## config.mk

```make
export PLATFORM = sky130hd
export DESIGN_NAME = qsd_mac
export DESIGN_NICKNAME = d
export VERILOG_FILES = /design/src/rtl/qsd_pkg.sv /design/src/rtl/qsd_mac.sv
export SDC_FILE = /design/constraint.sdc
export NUM_CORES = 1
export LEC_CHECK = 0
export CAP_MARGIN = 30
export CORE_MARGIN = 5
export CORE_UTILIZATION = 40
export CTS_BUF_LIST = sky130_fd_sc_hd__clkbuf_4 sky130_fd_sc_hd__clkbuf_8 sky130_fd_sc_hd__clkbuf_16
export CTS_CLUSTER_SIZE = 8
export DETAILED_ROUTE_END_ITERATION = 6
export DONT_BUFFER_PORTS = 1
export GPL_TIMING_DRIVEN = 0
export PLACE_DENSITY_LB_ADDON = 0.05
export SYNTH_ARGS = -nofsm -noshare
export SYNTH_HDL_FRONTEND = slang
export SYNTH_SLANG_ARGS = --single-unit
```

## constraint.sdc

```tcl
create_clock -name clk -period 7.35 [get_ports clk]
set_input_delay 0.3675 -clock clk [delete_from_list [all_inputs] [get_ports clk]]
set_output_delay 0.3675 -clock clk [all_outputs]
set_load 0.02 [all_outputs]
```

## src/rtl/qsd_pkg.sv

```systemverilog
// Shared types, constants and address helpers for the QAP swap delta evaluator.
// Depends on nothing; the MAC, the top level and the testbench files import it.
`timescale 1ns / 1ps
`default_nettype none

package qsd_pkg;

  // Problem size and matrix entry width
  localparam int SIZE        = 32;
  localparam int ENTRY_WIDTH = 16;

  localparam int IDX_W    = (SIZE > 1) ? $clog2(SIZE) : 1;
  localparam int MAT_DEPTH = SIZE * SIZE;
  localparam int MAT_AW   = $clog2(MAT_DEPTH);

  // Item field widths
  localparam int FUNC_W      = 3;
  localparam int FIELD_IDX_W = 5;
  localparam int VALUE_W     = 16;
  localparam int FIT_W       = 48;

  localparam int IN_TDATA_W  = 80;
  localparam int OUT_TDATA_W = 96;

  // Arithmetic widths
  localparam int DIFF_W = ENTRY_WIDTH + 1;
  localparam int PROD_W = 2 * DIFF_W;

  typedef enum logic [FUNC_W-1:0] {
    FN_WR_FLOW = 3'd0,
    FN_WR_DIST = 3'd1,
    FN_WR_PERM = 3'd2,
    FN_EVAL    = 3'd3,
    FN_APPLY   = 3'd4
  } func_t;

  typedef enum logic [2:0] {
    ST_IDLE,
    ST_EV_PERM,
    ST_RUN,
    ST_DRAIN,
    ST_FINISH,
    ST_SW_A,
    ST_SW_B
  } state_t;

  // Which pair of products a delta step covers
  typedef enum logic [1:0] {
    STEP_DIAG,
    STEP_CROSS,
    STEP_COL,
    STEP_ROW
  } step_t;

  typedef struct packed {
    logic                   valid;
    logic [ENTRY_WIDTH-1:0] f0;
    logic [ENTRY_WIDTH-1:0] f1;
    logic [ENTRY_WIDTH-1:0] d0;
    logic [ENTRY_WIDTH-1:0] d1;
  } mac_req_t;

  function automatic logic idx_ok(input logic [FIELD_IDX_W-1:0] x);
    return int'(x) < SIZE;
  endfunction

  function automatic logic val_ok(input logic [VALUE_W-1:0] x);
    return int'(x) < SIZE;
  endfunction

  function automatic logic [MAT_AW-1:0] mat_addr(input logic [IDX_W-1:0] row,
                                                 input logic [IDX_W-1:0] col);
    return MAT_AW'(row) * MAT_AW'(SIZE) + MAT_AW'(col);
  endfunction

endpackage

`default_nettype wire

```

## src/rtl/qsd_mac.sv

```systemverilog
// Difference, multiply and accumulate pipeline for the swap delta terms.
// Depends on qsd_pkg for widths and the request struct.
`timescale 1ns / 1ps
`default_nettype none

module qsd_mac
  import qsd_pkg::*;
(
  input  wire logic             clk,
  input  wire logic             rst_n,
  input  wire logic             clr,
  input  wire mac_req_t         req,
  output logic                  busy,
  output logic      [FIT_W-1:0] acc
);

  logic                     df_v_r;
  logic signed [DIFF_W-1:0] df_f_r;
  logic signed [DIFF_W-1:0] df_d_r;
  logic                     pr_v_r;
  logic signed [PROD_W-1:0] pr_r;
  logic        [FIT_W-1:0]  acc_r;

  always_ff @(posedge clk) begin
    if (!rst_n) begin
      df_v_r <= 1'b0;
      pr_v_r <= 1'b0;
    end else begin
      df_v_r <= req.valid;
      pr_v_r <= df_v_r;
    end
  end

  always_ff @(posedge clk) begin
    df_f_r <= $signed({1'b0, req.f0}) - $signed({1'b0, req.f1});
    df_d_r <= $signed({1'b0, req.d0}) - $signed({1'b0, req.d1});
    pr_r   <= df_f_r * df_d_r;
  end

  // Accumulate modulo 2^48
  always_ff @(posedge clk) begin
    if (clr) begin
      acc_r <= '0;
    end else if (pr_v_r) begin
      acc_r <= acc_r + FIT_W'(pr_r);
    end
  end

  assign busy = df_v_r | pr_v_r;
  assign acc  = acc_r;

endmodule

`default_nettype wire

```

Word-level counts from Yosys, hierarchy flattened
Cells that the tools add are included.

Add/sub/neg operators: 3. $mul: 1. Bitwise logic cells: 1.

Operators by type and width (number): $add 48x48->48 (1); $mul 17x17->34 (1); $sub 16x16->17 (2); $or 1x1->1 (1).

Bits in registers: 118. Output and inout bits: 49.

Logic depth before layout (Yosys ltp)
Gate-level depths: netlist of the first run.

Depth after elaboration: 1. Gate-level depth with buffers: 26. Gate-level depth less buffers: 25.

Least setup slack after synthesis of the first run
OpenSTA, ideal clock, no wires.

Kind: register to register. From: register df_d_r[8]. To: register pr_r[33]. Setup time: 0.072 ns. Arrival time: 6.296 ns. Required time: 7.278 ns. Setup slack: 0.982 ns. Cell stages (with the launch flop): 27. Buffers on the path: 2. Clock period less this slack: 6.368 ns. Cells stage by stage: dfxtp_1 -> clkbuf_1 -> clkbuf_1 -> nand2_1 -> fa_1 -> inv_1 -> fa_1 -> inv_1 -> fa_1 -> inv_1 -> fa_1 -> fa_1 -> inv_1 -> fa_1 -> inv_1 -> ha_1 -> and3_1 -> a221oi_1 -> o21ai_0 -> a2111oi_0 -> o31ai_1 -> a21oi_2 -> o21ai_1 -> nor3_1 -> o21bai_1 -> a21oi_1 -> xnor2_1.

Longest elaborated chain between the ends: 1.

RTL lines: from (decl) (line qsd_mac.sv:19) `logic signed [DIFF_W-1:0] df_d_r;`; from (signal assigned) (line qsd_mac.sv:36) `df_d_r <= $signed({1'b0, req.d0}) - $signed({1'b0, req.d1});`; $mul 17x17->34 (line qsd_mac.sv:37) `pr_r <= df_f_r * df_d_r;`; to (signal assigned) (line qsd_mac.sv:37); to (decl) (line qsd_mac.sv:21) `logic signed [PROD_W-1:0] pr_r;`.

Every way passes these cells. A chain may end at the register's enable or synchronous reset.

Worst setup path after layout of the first run
From: register df_d_r[10]. To: register pr_r[33].

Same word-level chain as after synthesis.

==> reports/qor.txt, run 1 <==
Worst Tran Pin Value: 976 ps
Root Buffer: clkbuf_16
TritonCTS clock tree: done
CP max stage cell: fa_1
Hold Path Class: input pin to flop
Die H: 220 um
Leading cell type in the layout, fill and taps excluded: inv_1
Layout fillers: 4457
TNS Setup: 0 ps
Fin Hold WS: 42.6 ps
Synth cell types: 71
Worst Setup End Kind: flop
Number of global-route vias before repair: 13700
Initial DRC Count: 594
Total core area: 43900 um2
Synth-to-layout area growth: 8.77%
Hold Violations, Final: 0
Routed WL: 45700 um
Initial DRT Pass Iterations: 4
EDFF count, synth: 0
Residual DRC: 0
Most frequent cells in the layout: inv_1 (362), fa_1 (299), nand2_1 (186)
Detailed Place HPWL: 38200 um
Crit path DAT: 7310 ps
FP Rows: 77
Ys Warns: 0
Crit-path most repeated cell: fa_1
Fin nets: 2488
Worst-path fanout max: 10
Final setup violation count: 0
Drt via density: 4.95
Die ar.: 48500 um2
Worst-case clock buffer depth: 2
Yosys top cell by area: fa_1
CTS Sinks: 118
Drt wl/cell: 17.8 um
Clock slew at reported path FFs: 60 ps
Critical path type: flop to flop
Input/output buffers: 0
Startpoint Class: flop
Top cell type's share of synthesized area: 0.339
Pin count of the biggest net entering global routing: 17
Clk_lat worst skew: 460 ps
Top Ports: 117
Status: complete, no violations
Post-Syn Nets: 2470
Top cells by area, synth: fa_1 (34%), dfxtp_1 (13%), ha_1 (12%)
Largest stage delay, worst path: 540 ps
Cell Area, Synth: 17700 um2
Post-route ant nets: 0
Worst EP required: 7690 ps
Final min period: 6960 ps
GRT Total Usage: 0.200
Layout cell share with drive strength beyond 1: 0.0599
Yosys reg bits: 118
Initial core utilization: 0.402
Grt total ovfl: 0
Main synth FF type: dfxtp_1
Seq/Total Area, Yosys: 0.134
Ys async rst share: 0
RSZ-0062 raised after global routing: no
Synthesized area per cell: 9.11 um2
Syn Inst Count: 1939
First-pass GRT wire length: 74500 um
Via Count: 12700
Max-slew headroom: 0.349
Slew Viols, Final: 0
Die W: 220 um
Initial antenna violation count: 2
Clock Skew: 17.7 ps
Placer Congestion: 0.875
CTS H-Tree Depth: 4
Max-cap violations: 0
Fmax: 144 MHz
CTS Buf Count: 17
Final period utilization: 0.947
==> synth_stat cells, drive strengths merged, types with 5 or more instances <==
cell type	n
inv	362
fa	299
nand2	186
ha	164
and2	152
dfxtp	118
nor2	104
a21oi	74
xnor2	66
o21ai	52
clkbuf	51
a21o	38
xor2	30
mux2i	29
nand2b	25
nand3	23
nor3	18
nor2b	17
a211oi	13
o21a	12
o21bai	10
a31oi	9
a21boi	7
o211ai	7
and3	6
nand4	5
==> flip-flops by register name, indices dropped and copies added, names as in the netlist <==
register / count
acc: 48
df_d_r: 17
df_f_r: 17
df_v_r: 1
pr_r: 34
pr_v_r: 1
==> repair_timing <==
action | 4_1_cts | 5_1_grt
endpoints found under the setup margin | 5 | 2
hold buffers | 2 | 0
pin swaps | 0 | 2
buffers inserted | 0 | 1
hold endpoints to repair | 1 | 0
resized for setup | 43 | 54
==> metrics by stage <==
step | cell area [um2] | util | std cells | setup slack, ps
global route | 19200 | 0.437 | 2562 | 48.8
CTS | 19100 | 0.436 | 2562 | 4.54
detailed placement | 18400 | 0.419 | 2531 | -651
global placement | 18400 | 0.419 | 2531 | -747
floorplan | 17700 | - | 1939 | 982
finish | 19200 | 0.438 | 2563 | 389
==> cell type report <==
class / instances / area, um2 / area share
antenna: 1 / 2.50 / 0.000130
inverter: 362 / 1360 / 0.0707
clock buffer: 20 / 460 / 0.0240
tap: 592 / 741 / 0.0385
timing repair buffer: 3 / 27.5 / 0.00143
sequential: 118 / 2400 / 0.125
multi-input combinational: 1406 / 13800 / 0.717
clock inverter: 12 / 199 / 0.0104
buffer: 49 / 259 / 0.0135
==> critical path: cells and delay by family, from the launching register on <==
kind / cells / cell delay (ps)
AND/OR/NAND/NOR: 3 / 540
AO/OA/AOI/OAI: 8 / 1740
flip-flops: 1 / 490
buffers and inverters: 6 / 550
adder cells (fa/ha/maj): 7 / 3300
XOR/XNOR: 1 / 210
==> logic make-up after synthesis <==
kind of cell	share of synthesized area
xor+xnor	0.0476
compound gates	0.105
buf+inv	0.0881
mux	0.0177
fa+ha+maj	0.455
flops	0.134
simple gates	0.153
==> metal layers <==
layer	track usage	routed length [um]	part of all wire
met3	0.0316	1930	0.042
met1	0.274	21400	0.47
met5	0	0	0
met4	0.0512	862	0.019
met2	0.332	21500	0.47
==> final timing paths <==
path	startpoint	endpoint	slack, ps	cells past startpoint
worst max register to register	df_d_r[10]$_DFF_P_	pr_r[33]$_DFF_P_	390	25
worst max-delay path	df_d_r[10]$_DFF_P_	pr_r[33]$_DFF_P_	390	25
worst min register to register	df_v_r$_SDFF_PN0_	pr_v_r$_SDFF_PN0_	470	1
worst min-delay path	rst_n	pr_v_r$_SDFF_PN0_	40	1
Power of run 1 is left out: the tool's default activity adds up to more than one toggle a clock period on the data nets, which glitch-free logic cannot reach.
==> inputs of run 2 (changes only) <==
==> constraint.sdc (replaced) <==
create_clock -name clk -period 8.01 [get_ports clk]
set_input_delay 0.4005 -clock clk [delete_from_list [all_inputs] [get_ports clk]]
set_output_delay 0.4005 -clock clk [all_outputs]
set_load 0.05 [all_outputs]
==> reports/qor.txt, run 2 (synthesis results as in run 1) <==
Hold Violations, Final: 0 (unchanged)
Placer Congestion: 0.875 (unchanged)
Status: complete, no violations (unchanged)
CTS H-Tree Depth: 4 (unchanged)
Critical path type: flop to flop (unchanged)
Top Ports: 117 (unchanged)
Crit path DAT: 7910 ps (was 7310 ps)
Number of global-route vias before repair: 13700 (about the same)
Die W: 220 um (unchanged)
Hold Path Class: input pin to flop (unchanged)
Initial antenna violation count: 2 (unchanged)
Detailed Place HPWL: 38200 um (unchanged)
Leading cell type in the layout, fill and taps excluded: inv_1 (unchanged)
Fin nets: 2486 (was 2488)
Clk_lat worst skew: 460 ps (about the same)
Final period utilization: 0.945 (was 0.947)
Min-Delay Startpoint: req[64] (was rst_n)
Final setup violation count: 0 (unchanged)
Die H: 220 um (unchanged)
Synth-to-layout area growth: 8.04% (was 8.77%)
Cells on Worst Hold Path: 1 (unchanged)
FP Rows: 77 (unchanged)
Post-CTS Setup Bufs: 0 (unchanged)
R2R depth: 25 (unchanged)
First-pass GRT wire length: 74500 um (about the same)
Largest register FFs: 48 (unchanged)
Reg2reg start: df_f_r[5]$_DFF_P_ (was df_d_r[10]$_DFF_P_)
CP max stage cell: dfxtp_1 (was fa_1)
Initial DRT Pass Iterations: 5 (was 4)
Slew Viols, Final: 0 (unchanged)
Max-slew headroom: 0.353 (was 0.349)
Worst-case clock buffer depth: 2 (unchanged)
RSZ-0062 raised after global routing: no (unchanged)
TritonCTS clock tree: done (unchanged)
Crit-path leading delay family: adder cells (unchanged)
Routed WL: 45600 um (was 45700 um)
Largest stage delay, worst path: 610 ps (was 540 ps)
Drt via density: 4.96 (was 4.95)
GRT Total Usage: 0.200 (about the same)
Residual DRC: 0 (unchanged)
CTS Sinks: 118 (unchanged)
Worst setup path start: df_f_r[5]$_DFF_P_ (was df_d_r[10]$_DFF_P_)
Ant. Diodes: 0 (was 1)
Crit-path most repeated cell: fa_1 (unchanged)
Die ar.: 48500 um2 (unchanged)
Drt wl/cell: 17.8 um (about the same)
Final min period: 7570 ps (was 6960 ps)
CTS Buf Count: 17 (unchanged)
Worst path buffer plus inverter count: 6 (unchanged)
Core Util, Final: 0.435 (was 0.438)
Most frequent cells in the layout: inv_1 (362), fa_1 (299), nand2_1 (186) (unchanged)
Layout cell share with drive strength beyond 1: 0.0422 (was 0.0599)
Via Count: 12700 (about the same)
Pin count of the biggest net entering global routing: 17 (unchanged)
Total core area: 43900 um2 (unchanged)
Crit path depth: 25 (unchanged)
Initial core utilization: 0.402 (unchanged)
Worst-path fanout max: 10 (unchanged)
Fmax: 132 MHz (was 144 MHz)
Initial DRC Count: 569 (was 594)
Post-route ant nets: 0 (unchanged)
Worst Tran Pin Value: 971 ps (was 976 ps)
CTS resizes: 0 (was 43)
Input/output buffers: 0 (unchanged)
Startpoint Class: flop (unchanged)
Clock slew at reported path FFs: 60 ps (about the same)
Root Buffer: clkbuf_16 (unchanged)
Worst EP required: 8350 ps (was 7690 ps)
Max-cap violations: 0 (unchanged)
CTS Hold Buffers Added: 0 (was 2)
Grt total ovfl: 0 (unchanged)
Worst Setup End Kind: flop (unchanged)
Clock Skew: 17.9 ps (was 17.7 ps)
## run 2: worst paths after layout
| check | slack [ps] | to |
|---|---|---|
| setup / recovery | 440 | pr_r[33]$_DFF_P_ |
| hold / removal | 60 | df_v_r$_SDFF_PN0_ |
| setup reg to reg | 440 | pr_r[33]$_DFF_P_ |
| hold reg to reg | 470 | pr_v_r$_SDFF_PN0_ |
## run 2: layout make-up
cell class | instances | area (um2)
Inverter | 362 | 1360
Multi-Input combinational cell | 1406 | 13800
Clock inverter | 12 | 199
Sequential cell | 118 | 2360
Clock buffer | 20 | 460
Tap cell | 592 | 741
Fill cell | 4465 | 24800
Buffer | 50 | 215
## run 2: routing by layer
metal / global-route usage / up-vias / share of wire
met5: 0 / - / 0
met4: 0.0510 / 0 / 0.019
met3: 0.0298 / 40 / 0.039
met2: 0.332 / 243 / 0.47
met1: 0.275 / 6277 / 0.47
li1: - / 6130 / -
## run 2: through the flow
step	TNS [ps]	cell area, um2	hold slack [ps]	instances	worst slack, ps
6_report	0	19100	59.3	2560	443
3_3_place_gp	-87.3	18400	440	2531	-87.3
3_5_place_dp	0	18400	452	2531	9.28
2_1_floorplan	0	17700	421	1939	1640
4_1_cts	0	19100	20.7	2562	7.27
5_1_grt	0	19100	40.2	2560	45.0
Power of run 2 is left out for the same reason.
==> inputs of run 3 (changes only) <==
==> constraint.sdc (replaced) <==
create_clock -name clk -period 7.55 [get_ports clk]
set_input_delay 0.3775 -clock clk [delete_from_list [all_inputs] [get_ports clk]]
set_output_delay 0.3775 -clock clk [all_outputs]
set_load 0.05 [all_outputs]
==> reports/qor.txt, run 3 (synthesis results as in run 1) <==
Hold Violations, Final: 0 (unchanged)
Residual DRC: 0 (unchanged)
Die ar.: 48500 um2 (unchanged)
Startpoint Class: flop (unchanged)
Critical path type: flop to flop (unchanged)
Initial DRT Pass Iterations: 5 (unchanged)
Min-Delay Startpoint: rst_n (was req[64])
First-pass GRT wire length: 74400 um (was 74500 um)
Initial core utilization: 0.402 (unchanged)
Routed WL: 45600 um (about the same)
Initial DRC Count: 569 (unchanged)
Status: complete, no violations (unchanged)
Initial antenna violation count: 1 (was 2)
Drt via density: 4.97 (was 4.96)
Worst EP required: 7890 ps (was 8350 ps)
Number of global-route vias before repair: 13700 (about the same)
Grt total ovfl: 0 (unchanged)
RSZ-0062 raised after global routing: no (unchanged)
Fin nets: 2486 (unchanged)
TritonCTS clock tree: done (unchanged)
CTS H-Tree Depth: 4 (unchanged)
Cells on Worst Hold Path: 1 (unchanged)
Max-cap violations: 0 (unchanged)
Via Count: 12700 (about the same)
Die H: 220 um (unchanged)
Crit path DAT: 7520 ps (was 7910 ps)
Slew Viols, Final: 0 (unchanged)
Worst Setup End Kind: flop (unchanged)
Root Buffer: clkbuf_16 (unchanged)
R2R depth: 23 (was 25)
Die W: 220 um (unchanged)
Reg2reg start: df_d_r[3]$_DFF_P_ (was df_f_r[5]$_DFF_P_)
Layout fillers: 4463 (was 4465)
Worst-case clock buffer depth: 2 (unchanged)
Final setup violation count: 0 (unchanged)
Final period utilization: 0.951 (was 0.945)
Detailed Place HPWL: 38200 um (unchanged)
Clock slew at reported path FFs: 60 ps (about the same)
Pin count of the biggest net entering global routing: 18 (was 17)
Worst hold endpoint: df_v_r$_SDFF_PN0_ (unchanged)
FP Rows: 77 (unchanged)
Post-route ant nets: 0 (unchanged)
Flop-to-flop setup slack: 370 ps (was 440 ps)
Layout cell share with drive strength beyond 1: 0.0574 (was 0.0422)
Reg2reg end: pr_r[33]$_DFF_P_ (unchanged)
Fmax: 139 MHz (was 132 MHz)
GRT Total Usage: 0.199 (was 0.200)
Largest register FFs: 48 (unchanged)
Top Ports: 117 (unchanged)
Drt wl/cell: 17.8 um (about the same)
Worst Slack Setup Final: 370 ps (was 443 ps)
Worst Tran Pin Value: 969 ps (was 971 ps)
Input/output buffers: 0 (unchanged)
Most frequent cells in the layout: inv_1 (362), fa_1 (299), nand2_1 (186) (unchanged)
Reg area: 2390 um2 (was 2360 um2)
Core Util, Final: 0.437 (was 0.435)
Total core area: 43900 um2 (unchanged)
Multi-input logic area: 13800 um2 (about the same)
Max-slew headroom: 0.354 (was 0.353)
Hold Path Class: input pin to flop (unchanged)
Synth-to-layout area growth: 8.52% (was 8.04%)
CTS Buf Count: 17 (unchanged)
Pre-CTS WS: -451 ps (was 9.28 ps)
Worst-path fanout max: 10 (unchanged)
Leading cell type in the layout, fill and taps excluded: inv_1 (unchanged)
Non-filler cells, final: 2560 (unchanged)
Clock Skew: 18.7 ps (was 17.9 ps)
Inst Count DP: 2531 (unchanged)
CTS Sinks: 118 (unchanged)
Final min period: 7180 ps (was 7570 ps)
Clk_lat worst skew: 470 ps (was 460 ps)
Placer Congestion: 0.875 (unchanged)
Ant. Diodes: 0 (unchanged)
==> run 3: area by class of cell <==
type | count | area share
Buffer | 48 | 0.0129
Clock buffer | 20 | 0.0240
Clock inverter | 12 | 0.0104
Inverter | 362 | 0.0709
Multi-Input combinational cell | 1406 | 0.718
Sequential cell | 118 | 0.125
Tap cell | 592 | 0.0386
Timing Repair Buffer | 2 | 0.000913
==> run 3: critical path: stages, from the launching register on <==
cell and delay (ps):
dfxtp_2 490, buf_2 310, nand2_1 110, fa_1 500
fa_1 570, fa_1 530, inv_1 60, fa_1 480
fa_1 480, inv_1 50, fa_1 470, inv_1 40
ha_1 340, and3_1 250, a221oi_1 380, o21ai_0 200
a2111oi_2 440, o31ai_2 200, a21oi_2 280, o21ai_1 170
nor3_1 210, o21bai_1 110, a21oi_1 170, xnor2_1 210
==> run 3: per-layer routing <==
| layer | up-vias | track usage | share of wire |
|---|---|---|---|
| li1 | 6135 | - | - |
| met1 | 6289 | 0.273 | 0.47 |
| met2 | 245 | 0.332 | 0.47 |
| met3 | 42 | 0.0316 | 0.039 |
| met4 | 0 | 0.0510 | 0.020 |
| met5 | - | 0 | 0 |
==> run 3: through the flow <==
stage | TNS, ps | area (um2) | hold WS, ps
after floorplan | 0 | 17700 | 421
after global placement | -829 | 18400 | 440
after detailed placement | -569 | 18400 | 452
after CTS | 0 | 19100 | 3.35
after global routing | 0 | 19200 | 22.8
final | 0 | 19200 | 40.9
==> run 3: worst max path at each step <==
stage	from	endpoint	slack [ps]	cells after the start
global route	df_d_r[4]$_DFF_P_	pr_r[33]$_DFF_P_	3	23
finish	df_d_r[3]$_DFF_P_	pr_r[33]$_DFF_P_	370	23
global placement	df_d_r[8]$_DFF_P_	pr_r[33]$_DFF_P_	-550	26
detailed placement	df_d_r[8]$_DFF_P_	pr_r[33]$_DFF_P_	-450	26
CTS	df_f_r[6]$_DFF_P_	pr_r[33]$_DFF_P_	20	25
floorplan	df_d_r[8]$_DFF_P_	pr_r[33]$_DFF_P_	1180	26
==> run 3: repair_timing <==
item,CTS,global route
setup endpoints to repair,4,2
hold endpoints to repair,1,0
gates cloned,0,0
hold buffers,1,0
setup buffers,0,1
resized for setup,28,63
pin swaps,0,1
Power of run 3 is left out for the same reason.
